--- src/hdl/lkv_pkg.sv ---
package lkv_pkg;

  // Default sizes of the store, handed to the top level as parameter defaults.
  localparam int unsigned MaxLayersDef  = 4;
  localparam int unsigned MaxHeadsDef   = 4;
  localparam int unsigned MaxTokensDef  = 256;
  localparam int unsigned MaxHeadDimDef = 64;

  // Fixed field widths of the stream beats.
  localparam int unsigned CmdW     = 2;
  localparam int unsigned LayerW   = 2;
  localparam int unsigned FillW    = 9;
  localparam int unsigned PosW     = 8;
  localparam int unsigned HeadW    = 2;
  localparam int unsigned ElemW    = 6;
  localparam int unsigned WordW    = 32;
  localparam int unsigned StatusW  = 3;
  localparam int unsigned InDataW  = 104;
  localparam int unsigned OutDataW = 88;
  localparam int unsigned InPadW   = InDataW - (LayerW + FillW + PosW + HeadW + ElemW
                                                + 2 * WordW + FillW);
  localparam int unsigned OutPadW  = OutDataW - (2 * WordW + 2 * FillW);

  // Configuration port.
  localparam int unsigned CfgIdxW  = 2;
  localparam int unsigned CfgDataW = 9;

  // Depth of the queue between front and back end.
  localparam int unsigned QueueDepth = 2;

  typedef enum logic [CmdW-1:0] {
    CMD_APPEND   = 2'd0,
    CMD_READ     = 2'd1,
    CMD_TRUNCATE = 2'd2,
    CMD_QUERY    = 2'd3
  } lkv_cmd_e;

  typedef enum logic [StatusW-1:0] {
    ST_OK         = 3'd0,
    ST_BAD_LAYER  = 3'd1,
    ST_CAPACITY   = 3'd2,
    ST_BAD_INDEX  = 3'd3,
    ST_TRUNC_LONG = 3'd4
  } lkv_status_e;

  typedef enum logic [CfgIdxW-1:0] {
    CFG_ACTIVE_LAYERS   = 2'd0,
    CFG_ACTIVE_HEADS    = 2'd1,
    CFG_ACTIVE_HEAD_DIM = 2'd2,
    CFG_TOKEN_CAPACITY  = 2'd3
  } lkv_cfg_idx_e;

  typedef enum logic {
    BS_IDLE   = 1'b0,
    BS_FINISH = 1'b1
  } lkv_bstate_e;

  typedef struct packed {
    logic [2:0] layers;
    logic [2:0] heads;
    logic [6:0] head_dim;
    logic [8:0] capacity;
  } lkv_cfg_t;

  localparam logic [2:0] CfgLayersRst   = 3'd4;
  localparam logic [2:0] CfgHeadsRst    = 3'd4;
  localparam logic [6:0] CfgHeadDimRst  = 7'd64;
  localparam logic [8:0] CfgCapacityRst = 9'd256;

  // One classified item as it travels from the front end to the back end.
  typedef struct packed {
    lkv_cmd_e              cmd;
    logic [LayerW-1:0]     layer;
    logic [HeadW-1:0]      head;
    logic [ElemW-1:0]      element;
    logic [PosW-1:0]       position;
    logic [FillW-1:0]      block;
    logic [FillW-1:0]      target;
    logic [WordW-1:0]      key;
    logic [WordW-1:0]      value;
    logic                  block_end;
    logic                  layer_ok;
    logic                  lane_ok;
    logic                  pos_in_block;
  } lkv_item_t;

endpackage

--- src/hdl/lkv_front.sv ---
module lkv_front
  import lkv_pkg::*;
#(
  parameter int unsigned MaxLayers  = MaxLayersDef,
  parameter int unsigned MaxHeads   = MaxHeadsDef,
  parameter int unsigned MaxHeadDim = MaxHeadDimDef
) (
  input  logic               in_valid_i,
  output logic               in_ready_o,
  input  logic [InDataW-1:0] in_data_i,
  input  logic [CmdW-1:0]    in_user_i,
  input  logic               in_last_i,
  input  lkv_cfg_t           cfg_i,
  input  logic               queue_full_i,
  output logic               push_o,
  output lkv_item_t          item_o
);

  logic [LayerW-1:0] layer;
  logic [FillW-1:0]  block;
  logic [PosW-1:0]   position;
  logic [HeadW-1:0]  head;
  logic [ElemW-1:0]  element;

  // Unpack the input beat, lowest field first.
  assign layer    = in_data_i[1:0];
  assign block    = in_data_i[10:2];
  assign position = in_data_i[18:11];
  assign head     = in_data_i[20:19];
  assign element  = in_data_i[26:21];

  // A beat is taken whenever the queue has room.
  assign in_ready_o = !queue_full_i;
  assign push_o     = in_valid_i && !queue_full_i;

  // Classify the item against the active configuration.
  always_comb begin
    item_o              = '0;
    item_o.cmd          = lkv_cmd_e'(in_user_i);
    item_o.layer        = layer;
    item_o.head         = head;
    item_o.element      = element;
    item_o.position     = position;
    item_o.block        = block;
    item_o.target       = in_data_i[99:91];
    item_o.key          = in_data_i[58:27];
    item_o.value        = in_data_i[90:59];
    item_o.block_end    = in_last_i;
    item_o.layer_ok     = (32'(layer) < 32'(cfg_i.layers)) && (32'(layer) < 32'(MaxLayers));
    item_o.lane_ok      = (32'(head) < 32'(cfg_i.heads)) && (32'(head) < 32'(MaxHeads))
                          && (32'(element) < 32'(cfg_i.head_dim))
                          && (32'(element) < 32'(MaxHeadDim));
    item_o.pos_in_block = ({1'b0, position} < block);
  end

endmodule

--- config.mk ---
export PLATFORM = sky130hd
export DESIGN_NAME = lkv_front
export DESIGN_NICKNAME = d
export VERILOG_FILES = /design/src/hdl/lkv_pkg.sv /design/src/hdl/lkv_front.sv
export SDC_FILE = /design/constraint.sdc
export NUM_CORES = 1
export LEC_CHECK = 0
export BUFFER_PORTS_ARGS = -buffer_cell sky130_fd_sc_hd__buf_2
export CAP_MARGIN = 0
export CORE_AREA = 2 2 94 96
export DETAILED_ROUTE_END_ITERATION = 8
export DIE_AREA = 0 0 96 98
export SLEW_MARGIN = 10
export SYNTH_ARGS = -nofsm -noshare
export SYNTH_HDL_FRONTEND = slang
export SYNTH_SLANG_ARGS = --single-unit
--- constraint.sdc ---
create_clock -name vclk -period 1.87
set_input_delay 0.2805 -clock vclk [all_inputs]
set_output_delay 0.2805 -clock vclk [all_outputs]
set_load 0.03 [all_outputs]
# Word-level counts from Yosys, hierarchy flattened
# Cells that the tools add are included.
totals:
  out_inout_bits: 108
  ff_bits: 0
  elab_cells: 7
classes:
  n_reduce_logical: 3
  magnitude_cmp: 4
ops:
  columns: ["cell", "n"]
  rows:
  - ["8-bit by 9-bit < comparator with 1-bit output", 1]
  - ["6-bit by 7-bit < comparator with 1-bit output", 1]
  - ["2-bit by 3-bit < comparator with 1-bit output", 2]
  - ["1-bit logical AND", 2]
  - ["1-bit logical NOT", 1]

# Longest topological paths before layout
logic_depth:
  word_depth: 2
  depth_mapped: 5
  mapped_depth_nobuf: 5

# Least setup slack after synthesis
# No wires, ideal clock.
synth_path:
  path_type: "in2out"
  from: "input cfg_i[13] (netlist name)"
  to: "output item_o[1] (netlist name)"
  t_arrival_ns: 1.786
  path_buffers: 0
  setup_slack_ns: -0.196
  cell_stages: 5
  cell_sequence: "inv_1 > ha_1 > a21o_1 > a21o_1 > a222oi_1"
synth_lines:
  columns: ["element", "line_no", "text"]
  rows:
  - ["start, declared", "lkv_front.sv:13", "input lkv_cfg_t cfg_i,"]
  - ["end, declared", "lkv_front.sv:16", "output lkv_item_t item_o"]

==> results.sh <==
export IMPL_rsz0062_at_grt="no"
export IMPL_clock_buffers=0
export IMPL_gp_congestion=0.636
export IMPL_seq_cell_count=0
export IMPL_synthTopCellsByArea="buf_4 (65%), ha_1 (15%), inv_1 (5.7%)"
export IMPL_synth_top_area_cell="buf_4"
export IMPL_synth_seq_area_share_pct=0
export IMPL_fp_dieH_microns=98
export IMPL_core_area_sq_mm=0.00847
export IMPL_hold_start="in_data_i[69]"
export IMPL_first_iter_violations=9
export IMPL_routed_wl_microns=2900
export IMPL_hold_viol=0
export IMPL_post_cts_setup_buffer_count=0
export IMPL_final_common_cell="buf_2"
export IMPL_final_nets=278
export IMPL_required_ps=1590
export IMPL_yosysTopAreaCellShare_pct=65.2
export IMPL_fmax_mhz=556
export IMPL_setup_viol=0
export IMPL_syn2layout_area_growth_pct=-19.7
export IMPL_max_slew_margin_pct=79.3
export IMPL_final_max_slew_viol_count=0
export IMPL_port_buffers=74
export IMPL_drv_cap=0
export IMPL_worstSetupEndpointType="output pin"
export IMPL_yosysUniqueCellTypes=18
export IMPL_critPathKind="in -> out"
export IMPL_initial_core_util_pct=14.0
export IMPL_grt_max_degree=4
export IMPL_final_min_clock_period_ps=1800
export IMPL_fin_ws_ps=71.8
export IMPL_dp_hpwl_microns=2750
export IMPL_critPathLaunchType="primary input"
export IMPL_synth_top_family_by_area="buffers and inverters"
export IMPL_synth_simple_area_share_pct=6.54
export IMPL_layout_common_cells="buf_2 (72), inv_1 (17), ha_1 (13)"
export IMPL_vdd_drop_max_uv=52.8
export IMPL_arrival_ps=1520
export IMPL_p_per_area_mw_per_mm2=270
export IMPL_tightest_slew_ps=311
export IMPL_post_drt_wl_per_cell_microns=12.2
export IMPL_die_area_sq_mm=0.00941
export IMPL_synthXorXnorAreaFrac_pct=0
export IMPL_drcViolationCount=0
export IMPL_synth_nets=305
export IMPL_hp_class="in -> out"
export IMPL_grt_pass1_wl_microns=3940
export IMPL_die_x_microns=96
export IMPL_synth_compound_area_share_pct=7.81
export IMPL_cp_max_fo=2
export IMPL_timing_final_crit_share_pct=96.2
export IMPL_vias=758
export IMPL_post_route_util_pct=11.2
export IMPL_crit_start="cfg_i[13]"
export IMPL_preCtsSetupSlack_ps=9.20
export IMPL_hold_buffers=0
export IMPL_syn_inst=160
export IMPL_grt_pass1_vias=745
export IMPL_final_layout_size_suffix_gt1_share_pct=59.5
export IMPL_synthMuxAreaShare_pct=0
export IMPL_syn_area_per_cell_sq_um=7.41
export IMPL_seq_area_sq_um=0
export IMPL_antenna_cells=0
export IMPL_syn_area_sq_mm=0.00119
export IMPL_ios=239
export IMPL_grt_ovfl_total=0
export IMPL_num_rows=34
export IMPL_yosys_warnings=0
export IMPL_grt_usage_pct=5.42
export IMPL_synthAdderAreaFrac_pct=14.8
export IMPL_dr_pass1_iters=5
export IMPL_ant_nets=0
export IMPL_status="completed"
export IMPL_vias_per_cell=3.17
export IMPL_antenna_found_initial=1
export IMPL_p_leak_nw=0.577
logic make-up (layout without fill, tap and decap cells):
kind of cell | count (synthesis) | after routing
AOI/OAI and AO/OA | 13 | 13
adders and majority gates | 14 | 14
buffers and inverters | 121 | 92
and+or+nand+nor | 12 | 12
worst paths after layout:
| path | slack, ps | depth (start not counted) | to |
|---|---|---|---|
| max | 70 | 7 | item_o[1] |
| min | 560 | 0 | item_o[14] |
synth_stat cells:
library cell  count
a211o_1           1
a211oi_1          1
a21o_1            4
a21oi_1           3
a222oi_1          1
a2bb2oi_1         1
buf_4           103
ha_1             14
inv_1            18
nand2_1           2
nand2b_1          2
nand2b_4          1
nand4b_1          2
nor2_1            2
nor2b_1           2
o211ai_1          1
o21ai_0           1
or2_2             1
worst max-delay path, stage by stage:
cell	delay [ps]
buf_6	100
inv_12	30
ha_4	220
a21o_1	150
a21o_1	150
a222oi_1	360
buf_4	230
routing by layer:
metal	part of all wire, %	GRT usage, %
met5	0.55	0
met4	5.8	3.08
met3	21	4.09
met2	48	9.78
met1	25	3.86
final cells by class:
| class | instances | area [sq um] |
|---|---|---|
| fillers | 974 | 7510 |
| inverters | 18 | 80.1 |
| multi-input cells | 39 | 358 |
| well taps | 108 | 135 |
| repair buffers | 74 | 379 |
what timing repair did:
action	CTS	global route
endpoints found under the setup margin	1	1
pin swaps	0	2
gates resized for setup	1	3
where the power goes:
part / internal (mW) / total, mW / switching [mW] / leakage [nW]
combinational: 0.102 / 0.257 / 0.155 / 0.577
sequential: 0 / 0 / 0 / 0
clock: 0 / 0 / 0 / 0
total: 0.102 / 0.257 / 0.155 / 0.577
through the flow:
stage | hold slack [ps] | instance area (sq um) | setup TNS (ps) | instances | power (mW)
2_1_floorplan | 671 | 1210 | -117 | 160 | 0.496
3_3_place_gp | 561 | 943 | 0 | 239 | 0.252
3_5_place_dp | 561 | 943 | 0 | 239 | 0.258
4_1_cts | 561 | 946 | 0 | 239 | 0.261
5_1_grt | 561 | 952 | 0 | 239 | 0.285
6_report | 561 | 952 | 0 | 239 | 0.257
Power figures use the tool's default switching activity.
