### src/hdl/lkv_pkg.sv
package lkv_pkg;

  // Default sizes of the store, handed to the top level as parameter defaults.
  localparam int unsigned MaxLayersDef  = 4;
  localparam int unsigned MaxHeadsDef   = 4;
  localparam int unsigned MaxTokensDef  = 256;
  localparam int unsigned MaxHeadDimDef = 64;

  // Fixed field widths of the stream beats.
  localparam int unsigned CmdW     = 2;
  localparam int unsigned LayerW   = 2;
  localparam int unsigned FillW    = 9;
  localparam int unsigned PosW     = 8;
  localparam int unsigned HeadW    = 2;
  localparam int unsigned ElemW    = 6;
  localparam int unsigned WordW    = 32;
  localparam int unsigned StatusW  = 3;
  localparam int unsigned InDataW  = 104;
  localparam int unsigned OutDataW = 88;
  localparam int unsigned InPadW   = InDataW - (LayerW + FillW + PosW + HeadW + ElemW
                                                + 2 * WordW + FillW);
  localparam int unsigned OutPadW  = OutDataW - (2 * WordW + 2 * FillW);

  // Configuration port.
  localparam int unsigned CfgIdxW  = 2;
  localparam int unsigned CfgDataW = 9;

  // Depth of the queue between front and back end.
  localparam int unsigned QueueDepth = 2;

  typedef enum logic [CmdW-1:0] {
    CMD_APPEND   = 2'd0,
    CMD_READ     = 2'd1,
    CMD_TRUNCATE = 2'd2,
    CMD_QUERY    = 2'd3
  } lkv_cmd_e;

  typedef enum logic [StatusW-1:0] {
    ST_OK         = 3'd0,
    ST_BAD_LAYER  = 3'd1,
    ST_CAPACITY   = 3'd2,
    ST_BAD_INDEX  = 3'd3,
    ST_TRUNC_LONG = 3'd4
  } lkv_status_e;

  typedef enum logic [CfgIdxW-1:0] {
    CFG_ACTIVE_LAYERS   = 2'd0,
    CFG_ACTIVE_HEADS    = 2'd1,
    CFG_ACTIVE_HEAD_DIM = 2'd2,
    CFG_TOKEN_CAPACITY  = 2'd3
  } lkv_cfg_idx_e;

  typedef enum logic {
    BS_IDLE   = 1'b0,
    BS_FINISH = 1'b1
  } lkv_bstate_e;

  typedef struct packed {
    logic [2:0] layers;
    logic [2:0] heads;
    logic [6:0] head_dim;
    logic [8:0] capacity;
  } lkv_cfg_t;

  localparam logic [2:0] CfgLayersRst   = 3'd4;
  localparam logic [2:0] CfgHeadsRst    = 3'd4;
  localparam logic [6:0] CfgHeadDimRst  = 7'd64;
  localparam logic [8:0] CfgCapacityRst = 9'd256;

  // One classified item as it travels from the front end to the back end.
  typedef struct packed {
    lkv_cmd_e              cmd;
    logic [LayerW-1:0]     layer;
    logic [HeadW-1:0]      head;
    logic [ElemW-1:0]      element;
    logic [PosW-1:0]       position;
    logic [FillW-1:0]      block;
    logic [FillW-1:0]      target;
    logic [WordW-1:0]      key;
    logic [WordW-1:0]      value;
    logic                  block_end;
    logic                  layer_ok;
    logic                  lane_ok;
    logic                  pos_in_block;
  } lkv_item_t;

endpackage

### src/hdl/lkv_queue.sv
module lkv_queue
  import lkv_pkg::*;
#(
  parameter int unsigned Depth = QueueDepth
) (
  input  logic      clk_i,
  input  logic      rst_ni,
  input  logic      push_i,
  input  lkv_item_t item_i,
  output logic      full_o,
  output logic      valid_o,
  output lkv_item_t item_o,
  input  logic      pop_i
);

  localparam int unsigned PtrW = (Depth > 1) ? $clog2(Depth) : 1;
  localparam int unsigned CntW = $clog2(Depth + 1);
  localparam logic [PtrW-1:0] LastPtr = PtrW'(Depth - 1);

  lkv_item_t         entries_q [Depth];
  logic [PtrW-1:0]   wr_ptr_q, wr_ptr_d;
  logic [PtrW-1:0]   rd_ptr_q, rd_ptr_d;
  logic [CntW-1:0]   count_q, count_d;

  // Pointer and fill count updates.
  always_comb begin
    wr_ptr_d = wr_ptr_q;
    rd_ptr_d = rd_ptr_q;
    count_d  = count_q;
    if (push_i) begin
      wr_ptr_d = (wr_ptr_q == LastPtr) ? '0 : wr_ptr_q + 1'b1;
    end
    if (pop_i) begin
      rd_ptr_d = (rd_ptr_q == LastPtr) ? '0 : rd_ptr_q + 1'b1;
    end
    if (push_i && !pop_i) begin
      count_d = count_q + 1'b1;
    end else if (!push_i && pop_i) begin
      count_d = count_q - 1'b1;
    end
  end

  always_ff @(posedge clk_i or negedge rst_ni) begin
    if (!rst_ni) begin
      wr_ptr_q <= '0;
      rd_ptr_q <= '0;
      count_q  <= '0;
    end else begin
      wr_ptr_q <= wr_ptr_d;
      rd_ptr_q <= rd_ptr_d;
      count_q  <= count_d;
    end
  end

  // Entry storage needs no reset.
  always_ff @(posedge clk_i) begin
    if (push_i) begin
      entries_q[wr_ptr_q] <= item_i;
    end
  end

  assign full_o  = (count_q == CntW'(Depth));
  assign valid_o = (count_q != '0);
  assign item_o  = entries_q[rd_ptr_q];

  a_count_bound: assert property (@(posedge clk_i) disable iff (!rst_ni)
    count_q <= CntW'(Depth))
    else $error("queue count exceeds its depth");

  a_no_push_full: assert property (@(posedge clk_i) disable iff (!rst_ni)
    push_i |-> !full_o)
    else $error("queue written while full");

  a_no_pop_empty: assert property (@(posedge clk_i) disable iff (!rst_ni)
    pop_i |-> valid_o)
    else $error("queue read while empty");

endmodule

### config.mk
export PLATFORM = sky130hd
export DESIGN_NAME = lkv_queue
export DESIGN_NICKNAME = d
export VERILOG_FILES = /design/src/hdl/lkv_pkg.sv /design/src/hdl/lkv_queue.sv
export SDC_FILE = /design/constraint.sdc
export NUM_CORES = 1
export LEC_CHECK = 0
export BUFFER_PORTS_ARGS = -buffer_cell sky130_fd_sc_hd__buf_2
export CAP_MARGIN = 30
export CORE_MARGIN = 5
export CORE_UTILIZATION = 25
export CTS_CLUSTER_DIAMETER = 50
export DETAILED_ROUTE_END_ITERATION = 8
export PLACE_DENSITY = 0.48
export SLEW_MARGIN = 10
export SYNTH_ARGS = -nofsm -noshare
export SYNTH_HDL_FRONTEND = slang
export SYNTH_SLANG_ARGS = --single-unit
### constraint.sdc
create_clock -name clk_i -period 6.4 [get_ports clk_i]
set_input_delay 0.64 -clock clk_i [delete_from_list [all_inputs] [get_ports clk_i]]
set_output_delay 0.64 -clock clk_i [all_outputs]
set_load 0.005 [all_outputs]
Word-level counts from Yosys, hierarchy flattened
Memories as Yosys holds them, arrays and structs flattened.
Index checks and enable logic that the tools add are counted.
{"block": "totals", "ramBits": 212, "wordCells": 21, "regBits": 4, "out_inout_bits": 108, "inputBits": 110, "mem_count": 1}
{"memory": "entries_q", "words": 2, "word_bits": 106, "rd": 1, "rd_ports_with_merged_regs": 0, "write_ports": 1, "line_no": "lkv_queue.sv:20", "text": "lkv_item_t entries_q [Depth];"}
{"block": "op_classes", "n_reduce_logical": 6, "addsub": 4, "n_eq_ne": 1, "mux": 6}
{"cell": "$mux 1", "count": 4}
{"cell": "$mux 2", "count": 2}
{"cell": "$reduce_bool 2->1", "count": 2}
{"cell": "$add 1x1->1 const B", "count": 2}
{"cell": "$add 2x1->2 const B", "count": 1}
{"cell": "$eq 2x2->1 const B", "count": 1}
{"cell": "$logic_and 1x1->1", "count": 2}
{"cell": "$logic_not 1->1", "count": 2}
{"cell": "$sub 2x1->2 const B", "count": 1}

Depth between registers and ports, before layout
{"block": "depth", "ltp_word": 4, "depth_mapped": 5, "depth_no_buf": 5}

Worst setup path after synthesis
No wires, ideal clock.
{"block": "synth_timing", "path_type": "input to register", "start": "input port push_i", "end": "memory entries_q[0][0] in the netlist's numbering (enable)", "setup_ns": 0.585, "arrival_time_ns": 5.248, "path_buffers": 0, "setup_slack_ns": 0.567, "required_time_ns": 5.815, "path_stages": 1, "cell_sequence": "nor2b_1"}
{"block": "synth_between", "elab_chain_cells": 2}
{"element": "start, declared", "line_no": "lkv_queue.sv:8", "text": "input logic push_i,"}
{"element": "$mux 1", "line_no": "lkv_queue.sv:57", "text": "if (push_i) begin"}
{"element": "$mux 1 (not written as such)", "line_no": "lkv_queue.sv:58", "text": "entries_q[wr_ptr_q] <= item_i;"}
{"element": "end, declared", "line_no": "lkv_queue.sv:20"}
Every way passes these cells.

==> flow_metrics.tcl <==
set metrics [dict create \
    status "completed" \
    die_w_um 188 \
    hold_class "input pin to register" \
    r2r_setup_slack_ns 4.11 \
    synth_fa_ha_area_frac 0.00157 \
    final_cell_area_um2 10600 \
    power_density_nw_per_um2 462 \
    critPathLaunchType "register" \
    syn_nets 457 \
    place_congestion 0.685 \
    drt-pass1-iter-count 4 \
    muxShareOfSynthArea 0.164 \
    fin_worst_skew_ns 0.0117 \
    routed_via_density 3.98 \
    drtIter0Drc 147 \
    yosysWarnings 0 \
    critPathKind "register to primary output" \
    final_cell_mix "buf_2, edfxtp_1, mux2_2" \
    cts_tree "done" \
    cp_max_fo 61 \
    max_cap_viol_count 0 \
    grt_pass1_wl_mm 25.6 \
    drt_wl_total_mm 16.7 \
    insertion_delay_ns 0.52 \
    finalCritPeriodShare 0.549 \
    syn_area_per_cell_um2 23.0 \
    route.detailed.drc 0 \
    setup_viol 0 \
    synth_edf_count 212 \
    synthFlopType "edfxtp_1" \
    finalMaxSlewViolations 0 \
    tightestPinTransition_ns 0.914 \
    syn_to_final_growth_pct 33.1 \
    ys_seq_area_frac 0.813 \
    required_ns 5.76 \
    std_cell_rows 65 \
    drive_above_1_share 0.622 \
    fmax_ghz 0.285 \
    synthXorXnorAreaFrac 0.00551 \
    p_leak_nw 4.04 \
    synth_seq_cells 216 \
    placed_cell_area_um2 9490 \
    hpwl_mm 11.3 \
    core_um2 31500 \
    rsz0062_at_grt "no" \
    post_cts_buffers 0 \
    synth_cell_types 14 \
    grt_pass1_vias 4600 \
    cts.sinks 216 \
    cts_buffers 28 \
    wl_per_cell_um 16.5 \
    synth_compound_area_frac 0 \
    track_usage 0.0891 \
    slew_headroom 0.391 \
    num_vias 4022 \
    grt_max_degree 62 \
    ios 218 \
    grt_remaining_overflow 0 \
    synthSimpleGateAreaFrac 0.00362 \
    start_util 0.253 \
    hold_violations 0 \
    io_buffers 217 \
    period_minus_slack_ns 3.51 \
    clockBufferDepth 3 \
    synth_top_family_by_area "multiplexers" \
    antennaDiodeCount 0 \
    clockRootBuffer "clkbuf_16" \
    htreeDepth 1 \
    nets 697 \
    vdd_drop_max_uv 224 \
    finalSetupTns_ns 0 \
    netlist_area_um2 7950 \
    num-fill-cells 3006 \
    dieHeight_um 188 \
    critPathCaptureType "primary output" \
    cts.clk_slew.worst_paths_ns 0.06 \
    syn_inst 346 \
    async_flop_share 0.0185 \
    layout_commonest_cell "buf_2" \
    cts_hold_buf 1 \
    cp.arrival_ns 2.87 \
    postRouteAntennaNets 0 \
    post_cts_resized 0 \
    grt_antenna_before_repair 2 \
    dieArea_um2 35500 \
]
==> cell usage after synthesis (2+ instances only) <==
cell type	instances	area [um^2]
mux2_4	30	450
nor2b_1	2	12.5
buf_6	5	56.3
dfrtp_1	4	100
mux2_2	76	856
edfxtp_1	212	6370
xor2_1	4	35.0
buf_2	7	35.0
==> layer usage <==
| metal | wire length [um] | vias up | track usage |
|---|---|---|---|
| met5 | 21 | - | 0 |
| met4 | 307 | 4 | 0.0227 |
| met3 | 1730 | 33 | 0.0417 |
| met2 | 7780 | 160 | 0.146 |
| met1 | 6810 | 1965 | 0.107 |
| li1 | - | 1860 | - |
==> worst max-delay path, stage by stage (launching register included) <==
cell	delay [ns]
dfrtp_4	1.03
buf_4	0.73
mux2_2	0.42
buf_2	0.13
==> power by group <==
part / switching [W] / internal (W)
logic: 0.000494 / 0.000587
registers: 0.000147 / 0.00188
clock network: 0.000591 / 0.00119
==> stage by stage <==
step                      hold slack (ns)  setup WS [ns]  power (W)  std cells  utilization
after floorplan                     0.344          0.567    0.00273        346            -
after global placement              0.446           3.42    0.00316        957        0.302
after detailed placement            0.456           3.37    0.00318        957        0.302
after CTS                           0.257           2.78    0.00501       1010        0.336
after global routing                0.258           2.70    0.00516       1010        0.336
final                               0.299           2.89    0.00489       1010        0.336
==> flip-flops by register name, summed over array words and instances, names as in the netlist <==
signal	cells
count_q	2
rd_ptr_q	1
wr_ptr_q	1
entries_q	212
==> final cells by class <==
cell class | instances | area (um^2) | share of cell area
sequential | 216 | 6470 | 0.611
multi-input combinational | 117 | 1400 | 0.132
timing repair buffer | 222 | 1130 | 0.106
clock buffer | 32 | 737 | 0.0696
tap | 402 | 503 | 0.0475
clock inverter | 20 | 348 | 0.0328
inverter | 1 | 3.75 | 0.000354
==> path summary, 6_finish.rpt <==
check	start	to	depth (start not counted)
worst min-delay path	item_i[12]	entries_q[0][12]$_DFFE_PP_	1
min in group asynchronous	rst_ni	wr_ptr_q$_DFFE_PN0P_	2
worst max register to register	wr_ptr_q$_DFFE_PN0P_	entries_q[1][38]$_DFFE_PP_	2
max in group asynchronous	rst_ni	rd_ptr_q$_DFFE_PN0P_	2
worst min register to register	count_q[1]$_DFFE_PN0P_	count_q[1]$_DFFE_PN0P_	1
worst max-delay path	rd_ptr_q$_DFFE_PN0P_	item_o[38]	3
==> cell families (layout without fill, tap and decap cells) <==
group         Yosys count  count (layout)
xor+xnor                5               5
fa+ha+maj               1               1
buf+inv                13             275
flops                 216             216
mux                   106             106
simple gates            5               5
Power figures use the tool's default switching activity.
